$ cat config.mk
export PLATFORM = sky130hd
export DESIGN_NAME = date_offset_add
export DESIGN_NICKNAME = d
export VERILOG_FILES = /design/src/dofs_pkg.sv /design/src/dofs_year_unit.sv /design/src/date_offset_add.sv
export SDC_FILE = /design/constraint.sdc
export NUM_CORES = 2
export LEC_CHECK = 0
export BUFFER_PORTS_ARGS = -buffer_cell sky130_fd_sc_hd__buf_2
export CAP_MARGIN = 20
export CORE_MARGIN = 4
export CORE_UTILIZATION = 25
export CTS_BUF_LIST = sky130_fd_sc_hd__clkbuf_8
export DETAILED_ROUTE_END_ITERATION = 6
export SYNTH_ARGS = -nofsm -noshare
export SYNTH_HDL_FRONTEND = slang
export SYNTH_SLANG_ARGS = --single-unit
$ cat constraint.sdc
create_clock -name clk -period 9.65 [get_ports clk]
set_input_delay 0.4825 -clock clk [delete_from_list [all_inputs] [get_ports clk]]
set_output_delay 0.4825 -clock clk [all_outputs]
set_load 0.05 [all_outputs]
$ cat src/dofs_pkg.sv
// ----------------------------------------------------------------------------
// Date offset calculator package
// Shared types, constants and calendar tables for the date offset block.
// ----------------------------------------------------------------------------
package dofs_pkg;

  localparam logic [15:0] YEAR_MIN   = 16'd1600;
  localparam logic [27:0] LOW_SERIAL = 28'd584023;
  localparam logic [16:0] RECIP25    = 17'd83887;
  localparam logic [7:0]  RECIP5     = 8'd205;
  localparam logic [18:0] RECIP3     = 19'd349526;
  localparam logic [8:0]  YEAR_DAYS  = 9'd365;
  localparam logic [3:0]  MONTHS     = 4'd12;

  typedef enum logic [3:0] {
    ST_IDLE, ST_WAIT, ST_D1A, ST_D1B, ST_D1C,
    ST_A0, ST_A1, ST_A2, ST_A3, ST_A4, ST_A5,
    ST_B0, ST_B1, ST_C0, ST_M0
  } state_t;

  typedef struct packed {
    logic        start;
    logic [17:0] n;
  } yu_req_t;

  typedef struct packed {
    logic        done;
    logic        lp;
    logic [15:0] lcount;
    logic [26:0] y365;
  } yu_resp_t;

  function automatic logic [8:0] days_before(input logic [3:0] m);
    logic [8:0] r;
    unique case (m)
      4'd0, 4'd1: r = 9'd0;
      4'd2:       r = 9'd31;
      4'd3:       r = 9'd59;
      4'd4:       r = 9'd90;
      4'd5:       r = 9'd120;
      4'd6:       r = 9'd151;
      4'd7:       r = 9'd181;
      4'd8:       r = 9'd212;
      4'd9:       r = 9'd243;
      4'd10:      r = 9'd273;
      4'd11:      r = 9'd304;
      4'd12:      r = 9'd334;
      default:    r = 9'd365;
    endcase
    return r;
  endfunction

  function automatic logic [4:0] month_len(input logic [3:0] m, input logic lp);
    logic [4:0] r;
    unique case (m)
      4'd1, 4'd3, 4'd5, 4'd7, 4'd8, 4'd10, 4'd12: r = 5'd31;
      4'd4, 4'd6, 4'd9, 4'd11:                   r = 5'd30;
      4'd2:                                      r = lp ? 5'd29 : 5'd28;
      default:                                   r = 5'd0;
    endcase
    return r;
  endfunction

endpackage

$ cat src/dofs_year_unit.sv
// ----------------------------------------------------------------------------
// Year unit
// Three-stage pipeline giving 365*n, the leap years up to n and whether n is
// a leap year, using reciprocal multiplications for the century rules.
// ----------------------------------------------------------------------------
module dofs_year_unit
  import dofs_pkg::*;
(
  input  logic     clk,
  input  logic     rst,
  input  yu_req_t  req,
  output yu_resp_t resp
);

  logic        s1_v;
  logic [17:0] s1_n;
  logic [32:0] s1_prod;
  logic        s2_v;
  logic [17:0] s2_n;
  logic [11:0] s2_a;
  logic        s2_d4;
  logic        s2_d100;
  logic        s2_d400;
  logic [16:0] s2_prod;

  logic [15:0] x1;
  logic [11:0] a1;
  logic [15:0] a25;
  logic [15:0] x2;
  logic [6:0]  c2;
  logic [8:0]  a8;
  logic [8:0]  c5;
  logic        d4000;
  logic        lp_c;
  logic [15:0] lc;
  logic [26:0] n365;

  assign x1  = s1_n[17:2];
  assign a1  = s1_prod[32:21];
  assign a25 = 16'({a1, 4'b0}) + 16'({a1, 3'b0}) + 16'(a1);

  assign x2    = s2_n[17:2];
  assign c2    = s2_prod[16:10];
  assign a8    = s2_a[11:3];
  assign c5    = 9'({c2, 2'b0}) + 9'(c2);
  assign d4000 = s2_d400 && (s2_a[2:0] == 3'd0) && (a8 == c5);
  assign lp_c  = d4000 ? 1'b0 : s2_d400 ? 1'b1 : s2_d100 ? 1'b0 : s2_d4;
  assign lc    = x2 - 16'(s2_a) + 16'(s2_a[11:2]) - 16'(c2);
  assign n365  = 27'({s2_n, 8'b0}) + 27'({s2_n, 6'b0}) + 27'({s2_n, 5'b0})
               + 27'({s2_n, 3'b0}) + 27'({s2_n, 2'b0}) + 27'(s2_n);

  always_ff @(posedge clk) begin
    if (rst) begin
      s1_v      <= 1'b0;
      s2_v      <= 1'b0;
      resp.done <= 1'b0;
    end else begin
      s1_v      <= req.start;
      s2_v      <= s1_v;
      resp.done <= s2_v;
      if (s2_v) begin
        resp.lp     <= lp_c;
        resp.lcount <= lc;
        resp.y365   <= n365;
      end
    end
  end

  always_ff @(posedge clk) begin
    if (req.start) begin
      s1_n    <= req.n;
      s1_prod <= 33'(req.n[17:2]) * 33'(RECIP25);
    end
    if (s1_v) begin
      s2_n    <= s1_n;
      s2_a    <= a1;
      s2_d4   <= (s1_n[1:0] == 2'd0);
      s2_d100 <= (s1_n[1:0] == 2'd0) && (x1 == a25);
      s2_d400 <= (s1_n[1:0] == 2'd0) && (x1 == a25) && (a1[1:0] == 2'd0);
      s2_prod <= 17'(a1[11:3]) * 17'(RECIP5);
    end
  end

endmodule

$ cat src/date_offset_add.sv
// ----------------------------------------------------------------------------
// Date offset calculator
// Adds signed year, month and day offsets to a Gregorian date (years
// divisible by 4000 not leap), or gives the day difference of two dates.
// ----------------------------------------------------------------------------
// A transaction is taken when start is high and busy is low; busy then stays
// high until the single result appears on the result ports with done high for
// one cycle, which the receiver must take there and then. All calendar work
// goes through one three-stage year unit. An addition runs the 18-step
// binary search for the year of the final day count, followed by month steps.
module date_offset_add
  import dofs_pkg::*;
(
  input  logic               clk,
  input  logic               rst,
  input  logic               start,
  output logic               busy,
  output logic               done,
  input  logic               command,
  input  logic [15:0]        year,
  input  logic [3:0]         month,
  input  logic [4:0]         day,
  input  logic [15:0]        other_year,
  input  logic [3:0]         other_month,
  input  logic [4:0]         other_day,
  input  logic signed [16:0] year_offset,
  input  logic signed [16:0] month_offset,
  input  logic signed [24:0] day_offset,
  output logic [15:0]        result_year,
  output logic [3:0]         result_month,
  output logic [4:0]         result_day,
  output logic signed [25:0] day_difference,
  output logic               invalid
);

  state_t      state, state_next, ret, ret_next;
  yu_req_t     ureq;
  yu_resp_t    uresp;
  logic        issue;
  logic [17:0] un_next;
  logic        fin, fin_bad;

  logic        cmd;
  logic [15:0] yr, oy;
  logic [3:0]  mo, om, mw;
  logic [4:0]  dy, od;
  logic [16:0] yoff, moff;
  logic [24:0] doff;
  logic [18:0] ys;
  logic [20:0] total;
  logic [37:0] prod;
  logic [27:0] sreg, dn;
  logic [17:0] nsrch;
  logic [4:0]  bitpos;
  logic [25:0] acc;
  logic [8:0]  rem;

  logic [18:0] y1;
  logic [21:0] ysx, tot;
  logic [17:0] q;
  logic [20:0] r12;
  logic [27:0] sv, dval, rdiff;
  logic [4:0]  ml_a, ml_w;
  logic [15:0] sel_y;
  logic [3:0]  sel_m;
  logic [4:0]  sel_d;
  logic [25:0] dcnt;
  logic [17:0] base;
  logic        a1_ok, y1_ok, b_take;

  assign busy       = (state != ST_IDLE);

  always_ff @(posedge clk) begin
    if (rst) begin
      ureq.start <= 1'b0;
      ureq.n     <= '0;
    end else begin
      ureq.start <= issue;
      if (issue) begin
        ureq.n <= un_next;
      end
    end
  end

  dofs_year_unit u_year (
    .clk  (clk),
    .rst  (rst),
    .req  (ureq),
    .resp (uresp)
  );

  assign y1    = 19'(yr) + {{2{yoff[16]}}, yoff};
  assign ml_a  = month_len(mo, uresp.lp);
  assign ml_w  = month_len(mw, uresp.lp);
  assign a1_ok = (mo >= 4'd1) && (mo <= MONTHS) && (dy != 5'd0) && (yr >= YEAR_MIN)
               && (dy <= ml_a);
  assign y1_ok = !y1[18] && (y1 >= 19'(YEAR_MIN));
  assign ysx   = {{3{ys[18]}}, ys};
  assign tot   = (ysx << 3) + (ysx << 2) + 22'(mo) - 22'd1 + {{5{moff[16]}}, moff};
  assign q     = prod[37:20];
  assign r12   = total - 21'({q, 3'b0}) - 21'({q, 2'b0});
  assign sv    = {1'b0, uresp.y365} - 28'(YEAR_DAYS) + 28'(uresp.lcount) - 28'(uresp.lp)
               + 28'(days_before(mw)) + 28'(dy) + 28'((mw > 4'd2) && uresp.lp)
               + {{3{doff[24]}}, doff};
  assign dval  = {1'b0, uresp.y365} + 28'(uresp.lcount);
  assign b_take = (dval < sreg);
  assign rdiff = sreg - dn;

  assign sel_y = (state == ST_D1C || state == ST_D1A) ? ((state == ST_D1A) ? yr : oy)
               : ((state == ST_D1B) ? yr : oy);
  assign sel_m = (state == ST_D1C) ? om : mo;
  assign sel_d = (state == ST_D1C) ? od : dy;
  assign dcnt  = 26'(uresp.y365) + (((sel_m <= 4'd2) && (sel_y != 16'd0)) ? 26'd365 : 26'd0)
               + 26'(days_before(sel_m)) + 26'(sel_d) + 26'(uresp.lcount);

  always_comb begin
    logic [15:0] by;
    logic [3:0]  bm;
    by = (state == ST_D1A) ? yr : oy;
    bm = (state == ST_D1A) ? mo : om;
    if (bm <= 4'd2) begin
      base = (by == 16'd0) ? 18'd0 : 18'(by - 16'd1);
    end else begin
      base = 18'(by);
    end
  end

  always_ff @(posedge clk) begin
    if (rst) begin
      state <= ST_IDLE;
      ret   <= ST_IDLE;
    end else begin
      state <= state_next;
      ret   <= ret_next;
    end
  end

  always_comb begin
    state_next = state;
    ret_next   = ret;
    issue      = 1'b0;
    un_next    = '0;
    fin        = 1'b0;
    fin_bad    = 1'b0;
    unique case (state)
      ST_IDLE: begin
        if (start) begin
          state_next = command ? ST_D1A : ST_A0;
        end
      end
      ST_WAIT: begin
        if (uresp.done) begin
          state_next = ret;
        end
      end
      ST_D1A: begin
        issue = 1'b1; un_next = base; ret_next = ST_D1B; state_next = ST_WAIT;
      end
      ST_D1B: begin
        issue = 1'b1; un_next = base; ret_next = ST_D1C; state_next = ST_WAIT;
      end
      ST_D1C: begin
        fin = 1'b1; state_next = ST_IDLE;
      end
      ST_A0: begin
        issue = 1'b1; un_next = 18'(yr); ret_next = ST_A1; state_next = ST_WAIT;
      end
      ST_A1: begin
        if (!a1_ok || !y1_ok) begin
          fin = 1'b1; fin_bad = 1'b1; state_next = ST_IDLE;
        end else begin
          issue = 1'b1; un_next = y1[17:0]; ret_next = ST_A2; state_next = ST_WAIT;
        end
      end
      ST_A2: begin
        if ((dy > ml_a) || tot[21]) begin
          fin = 1'b1; fin_bad = 1'b1; state_next = ST_IDLE;
        end else begin
          state_next = ST_A3;
        end
      end
      ST_A3: begin
        state_next = ST_A4;
      end
      ST_A4: begin
        if (q < 18'(YEAR_MIN)) begin
          fin = 1'b1; fin_bad = 1'b1; state_next = ST_IDLE;
        end else begin
          issue = 1'b1; un_next = q; ret_next = ST_A5; state_next = ST_WAIT;
        end
      end
      ST_A5: begin
        if ((dy > ml_w) || $signed(sv) < $signed(LOW_SERIAL)) begin
          fin = 1'b1; fin_bad = 1'b1; state_next = ST_IDLE;
        end else begin
          state_next = ST_B0;
        end
      end
      ST_B0: begin
        issue = 1'b1; un_next = nsrch | (18'd1 << bitpos);
        ret_next = ST_B1; state_next = ST_WAIT;
      end
      ST_B1: begin
        state_next = (bitpos == 5'd0) ? ST_C0 : ST_B0;
      end
      ST_C0: begin
        if (nsrch >= 18'd65535) begin
          fin = 1'b1; fin_bad = 1'b1; state_next = ST_IDLE;
        end else begin
          issue = 1'b1; un_next = nsrch + 18'd1; ret_next = ST_M0; state_next = ST_WAIT;
        end
      end
      ST_M0: begin
        if (!((mw < MONTHS) && (rem > 9'(ml_w)))) begin
          fin = 1'b1; state_next = ST_IDLE;
        end
      end
      default: begin
        state_next = ST_IDLE;
      end
    endcase
  end

  always_ff @(posedge clk) begin
    unique case (state)
      ST_IDLE: begin
        if (start) begin
          cmd  <= command;
          yr   <= year;
          mo   <= month;
          dy   <= day;
          oy   <= other_year;
          om   <= other_month;
          od   <= other_day;
          yoff <= year_offset;
          moff <= month_offset;
          doff <= day_offset;
        end
      end
      ST_D1B: acc <= dcnt;
      ST_A1:  ys <= y1;
      ST_A2:  total <= tot[20:0];
      ST_A3:  prod <= 38'(total[20:2]) * 38'(RECIP3);
      ST_A4: begin
        ys <= 19'(q);
        mw <= r12[3:0] + 4'd1;
      end
      ST_A5: begin
        sreg   <= sv;
        nsrch  <= '0;
        dn     <= '0;
        bitpos <= 5'd17;
      end
      ST_B1: begin
        if (b_take) begin
          nsrch <= ureq.n;
          dn    <= dval;
        end
        bitpos <= bitpos - 5'd1;
      end
      ST_C0: begin
        rem <= rdiff[8:0];
        ys  <= 19'(nsrch + 18'd1);
        mw  <= 4'd1;
      end
      ST_M0: begin
        if ((mw < MONTHS) && (rem > 9'(ml_w))) begin
          rem <= rem - 9'(ml_w);
          mw  <= mw + 4'd1;
        end
      end
      default: begin
      end
    endcase
  end

  always_ff @(posedge clk) begin
    if (rst) begin
      done <= 1'b0;
    end else begin
      done <= fin;
    end
  end

  always_ff @(posedge clk) begin
    if (fin) begin
      if (cmd) begin
        result_year    <= '0;
        result_month   <= '0;
        result_day     <= '0;
        invalid        <= 1'b0;
        day_difference <= $signed(acc - dcnt);
      end else begin
        day_difference <= '0;
        invalid        <= fin_bad;
        result_year    <= fin_bad ? 16'd0 : ys[15:0];
        result_month   <= fin_bad ? 4'd0 : mw;
        result_day     <= fin_bad ? 5'd0 : rem[4:0];
      end
    end
  end

  a_done_idle: assert property (@(posedge clk) disable iff (rst) done |-> !busy)
    else $error("result presented while still busy");
  a_take: assert property (@(posedge clk) disable iff (rst) start && !busy |=> busy)
    else $error("transaction taken without going busy");
  a_inv_zero: assert property (@(posedge clk) disable iff (rst)
    done && invalid |-> result_year == 16'd0 && result_month == 4'd0 && result_day == 5'd0)
    else $error("invalid result carries a date");
  a_good_date: assert property (@(posedge clk) disable iff (rst)
    done && result_month != 4'd0 |-> result_month <= MONTHS && result_day != 5'd0
      && result_year >= YEAR_MIN)
    else $error("result date out of range");

endmodule
==> metrics.yaml <==
yosys_warnings: 0
viasPerCell: 4.51
tightest_slew_ns: 1.09
cpMostUsedCell: "fa_1"
grt_pass1_wl_um: 196000
maxCapViolCount: 0
cpMaxStageDelayCell: "nor4_1"
async_flop_share: 0
period_needed_ns: 8.93
setup_slack_ns: 0.722
synth_common_cells: "inv_1 (786), ha_1 (746), edfxtp_1 (433)"
layout-drive-gt1-share: 0.0804
utilization: 0.290
end_kind: "register"
power_density_nw_per_um2: 202
synth_area_um2: 45900
ys_ff_latch: 473
htree_num_levels: 3
pre_cts_slack_ns: 0.611
slew_viol_final: 0
worstHoldPathType: "in -> reg"
cts.reportedPaths.clkPinSlew_ns: 0.06
yosysTopAreaCellShare: 0.283
synth-edff-count: 433
power_mw: 10.7
fp.coreArea_um2: 183000
clk_latency_ns: 0.81
num_rows: 157
grt_usage: 0.132
path_max_fanout: 6
finalNetCount: 5934
grt_overflow: 0
max_freq_ghz: 0.112
slew_headroom: 0.272
area_growth_pct: 15.4
synth_most_common_cell: "inv_1"
antenna_found_initial: 7
worstSetupPathType: "reg -> reg"
ys_seq_area_frac: 0.300
cts_tree: "done"
clockBufferDepth: 3
ant_nets: 0
instances_no_fill: 7222
synthTopCellsByArea: "edfxtp_1 (28%), ha_1 (20%), fa_1 (17%)"
fillCellCount: 19030
multi_input_area_um2: 29000
cp.arrival_ns: 9.48
ios: 167
cts_setup_buffers: 0
start_util: 0.251
start_kind: "register"
setup_viol: 0
skew_ns: 0.0700
numCtsBuffers: 91
drc_errors: 0
synth_cell_types: 83
synth_cells: 4325
synth_nets: 5583
wl_um: 127000
worst_ep_required_time_ns: 10.21
post-route-period-util: 0.925
dieHeight_um: 437
final.setup.tns_ns: 0
synthFlopType: "edfxtp_1"
drt_first_pass_iters: 5
vias: 32568
gp_congestion: 0.917
leakage_nw: 24.1
port_buffers: 166
ir_worst_vdd_v: 0.000226
cts.sinks: 473
synth_top_cell_by_area: "edfxtp_1"
drt_iter0_drc: 1775
hpwl_um: 105000
dpl.cell_count: 6937
cts_root_buf: "clkbuf_8"
synth_area_per_cell_um2: 10.6
fp.dieW_um: 437
grt_start_max_net_pins: 62
seqCellArea_um2: 13800
rsz0062_at_grt: "no"
die-area_um2: 191000
first_global_vias: 33643
slowest_delay_ns: 0.68
hold_violations: 0
wl_per_cell_um: 17.5
outcome: "finished clean"
-- sequential cells by signal, summed over array words and instances, names as in the netlist, 9 cells and up, named ones only --
register,count
dn,9
u_year.s2_a,10
oy,16
sreg,28
total,21
result_year,16
yr,16
yoff,17
acc,26
day_difference,26
rem,9
ys,19
u_year.s2_n,18
nsrch,18
u_year.s1_prod,13
ureq,19
prod,18
u_year.s2_prod,9
u_year.s1_n,17
moff,17
doff,25
u_year.resp,45
-- critical path, delay by kind of cell (launching register included) --
kind,cells,cell delay [ns]
AO/OA/AOI/OAI,11,2.90
AND/OR/NAND/NOR,9,2.48
adder cells (fa/ha/maj),5,2.22
flip-flops,1,0.41
buffers and inverters,4,0.40
XOR/XNOR,2,0.32
-- cells by family after synthesis --
family | Yosys count | synth area share
and+or+nand+nor | 836 | 0.0888
xor gates and xnor gates | 272 | 0.0519
adders and majority gates | 1146 | 0.377
AOI/OAI and AO/OA | 721 | 0.104
muxes | 36 | 0.00823
buffers and inverters | 841 | 0.0690
DFF | 473 | 0.300
-- routing by layer --
metal / part of all wire / routed length (um) / GRT usage / up-vias
li1: - / - / - / 15636
met1: 0.43 / 54800 / 0.170 / 16002
met2: 0.48 / 61300 / 0.226 / 752
met3: 0.048 / 6090 / 0.0201 / 178
met4: 0.034 / 4340 / 0.0446 / 0
met5: 0 / 0 / 0 / -
-- final timing paths --
path	startpoint	to	slack (ns)	cells after the start
setup / recovery	oy[11]	day_difference[24]	0.72	31
hold / removal	command	cmd	0.06	1
setup reg to reg	oy[11]	day_difference[24]	0.72	31
hold reg to reg	ureq[0]	u_year.s1_n[0]	0.43	0
-- layout make-up --
cell class / instances / share of cell area
Antenna cell: 5 / 0.000236
Clock buffer: 95 / 0.0247
Clock inverter: 75 / 0.0111
Inverter: 786 / 0.0557
Multi-Input combinational cell: 3011 / 0.548
Sequential cell: 473 / 0.260
Tap cell: 2464 / 0.0582
Timing Repair Buffer: 313 / 0.0419
-- placed cells by master, fill, tap and decap left out, types with 12 or more instances in the layout --
cell type,n
a211o_1,13
nor2b_1,33
nand2b_1,26
clkinv_2,19
mux2i_1,31
o21bai_1,28
o31ai_1,13
o211ai_1,18
nand3_1,54
clkbuf_8,95
nand2_1,175
dlygate4sd3_1,109
and2_1,59
ha_1,746
o21ai_0,137
a221oi_1,21
clkinv_1,16
nor2_1,243
and3_1,27
o21a_1,44
xnor2_1,193
inv_1,808
a211oi_1,35
a21o_1,61
buf_4,37
edfxtp_1,433
a21oi_1,190
or3_1,19
or2_2,12
dfxtp_1,40
buf_2,166
a22oi_1,13
nor3_1,95
a31oi_1,31
nand4_1,24
nor4_1,14
xor2_1,79
a221o_1,22
fa_1,399
-- power by group --
| group | leakage (nW) | internal [mW] | switching (mW) | total (mW) |
|---|---|---|---|---|
| logic | 18.7 | 2.44 | 3.33 | 5.77 |
| registers | 4.29 | 2.67 | 0.148 | 2.81 |
| clock network | 1.06 | 1.15 | 0.972 | 2.12 |
| total | 24.1 | 6.25 | 4.45 | 10.7 |
-- repair_timing --
action / CTS / global route
hold buffers: 109 / 0
gates resized for setup: 0 / 1
endpoints found under the hold margin: 109 / 0
endpoints found under the setup margin: 0 / 1
-- through the flow --
step,cell area [um^2],hold WS [ns]
2_1_floorplan,45900,0.422
3_3_place_gp,50000,0.446
3_5_place_dp,50000,0.444
4_1_cts,53000,0.00368
5_1_grt,53000,0.0111
6_report,53000,0.0648
Note: power is estimated with default switching activity, not from simulation.
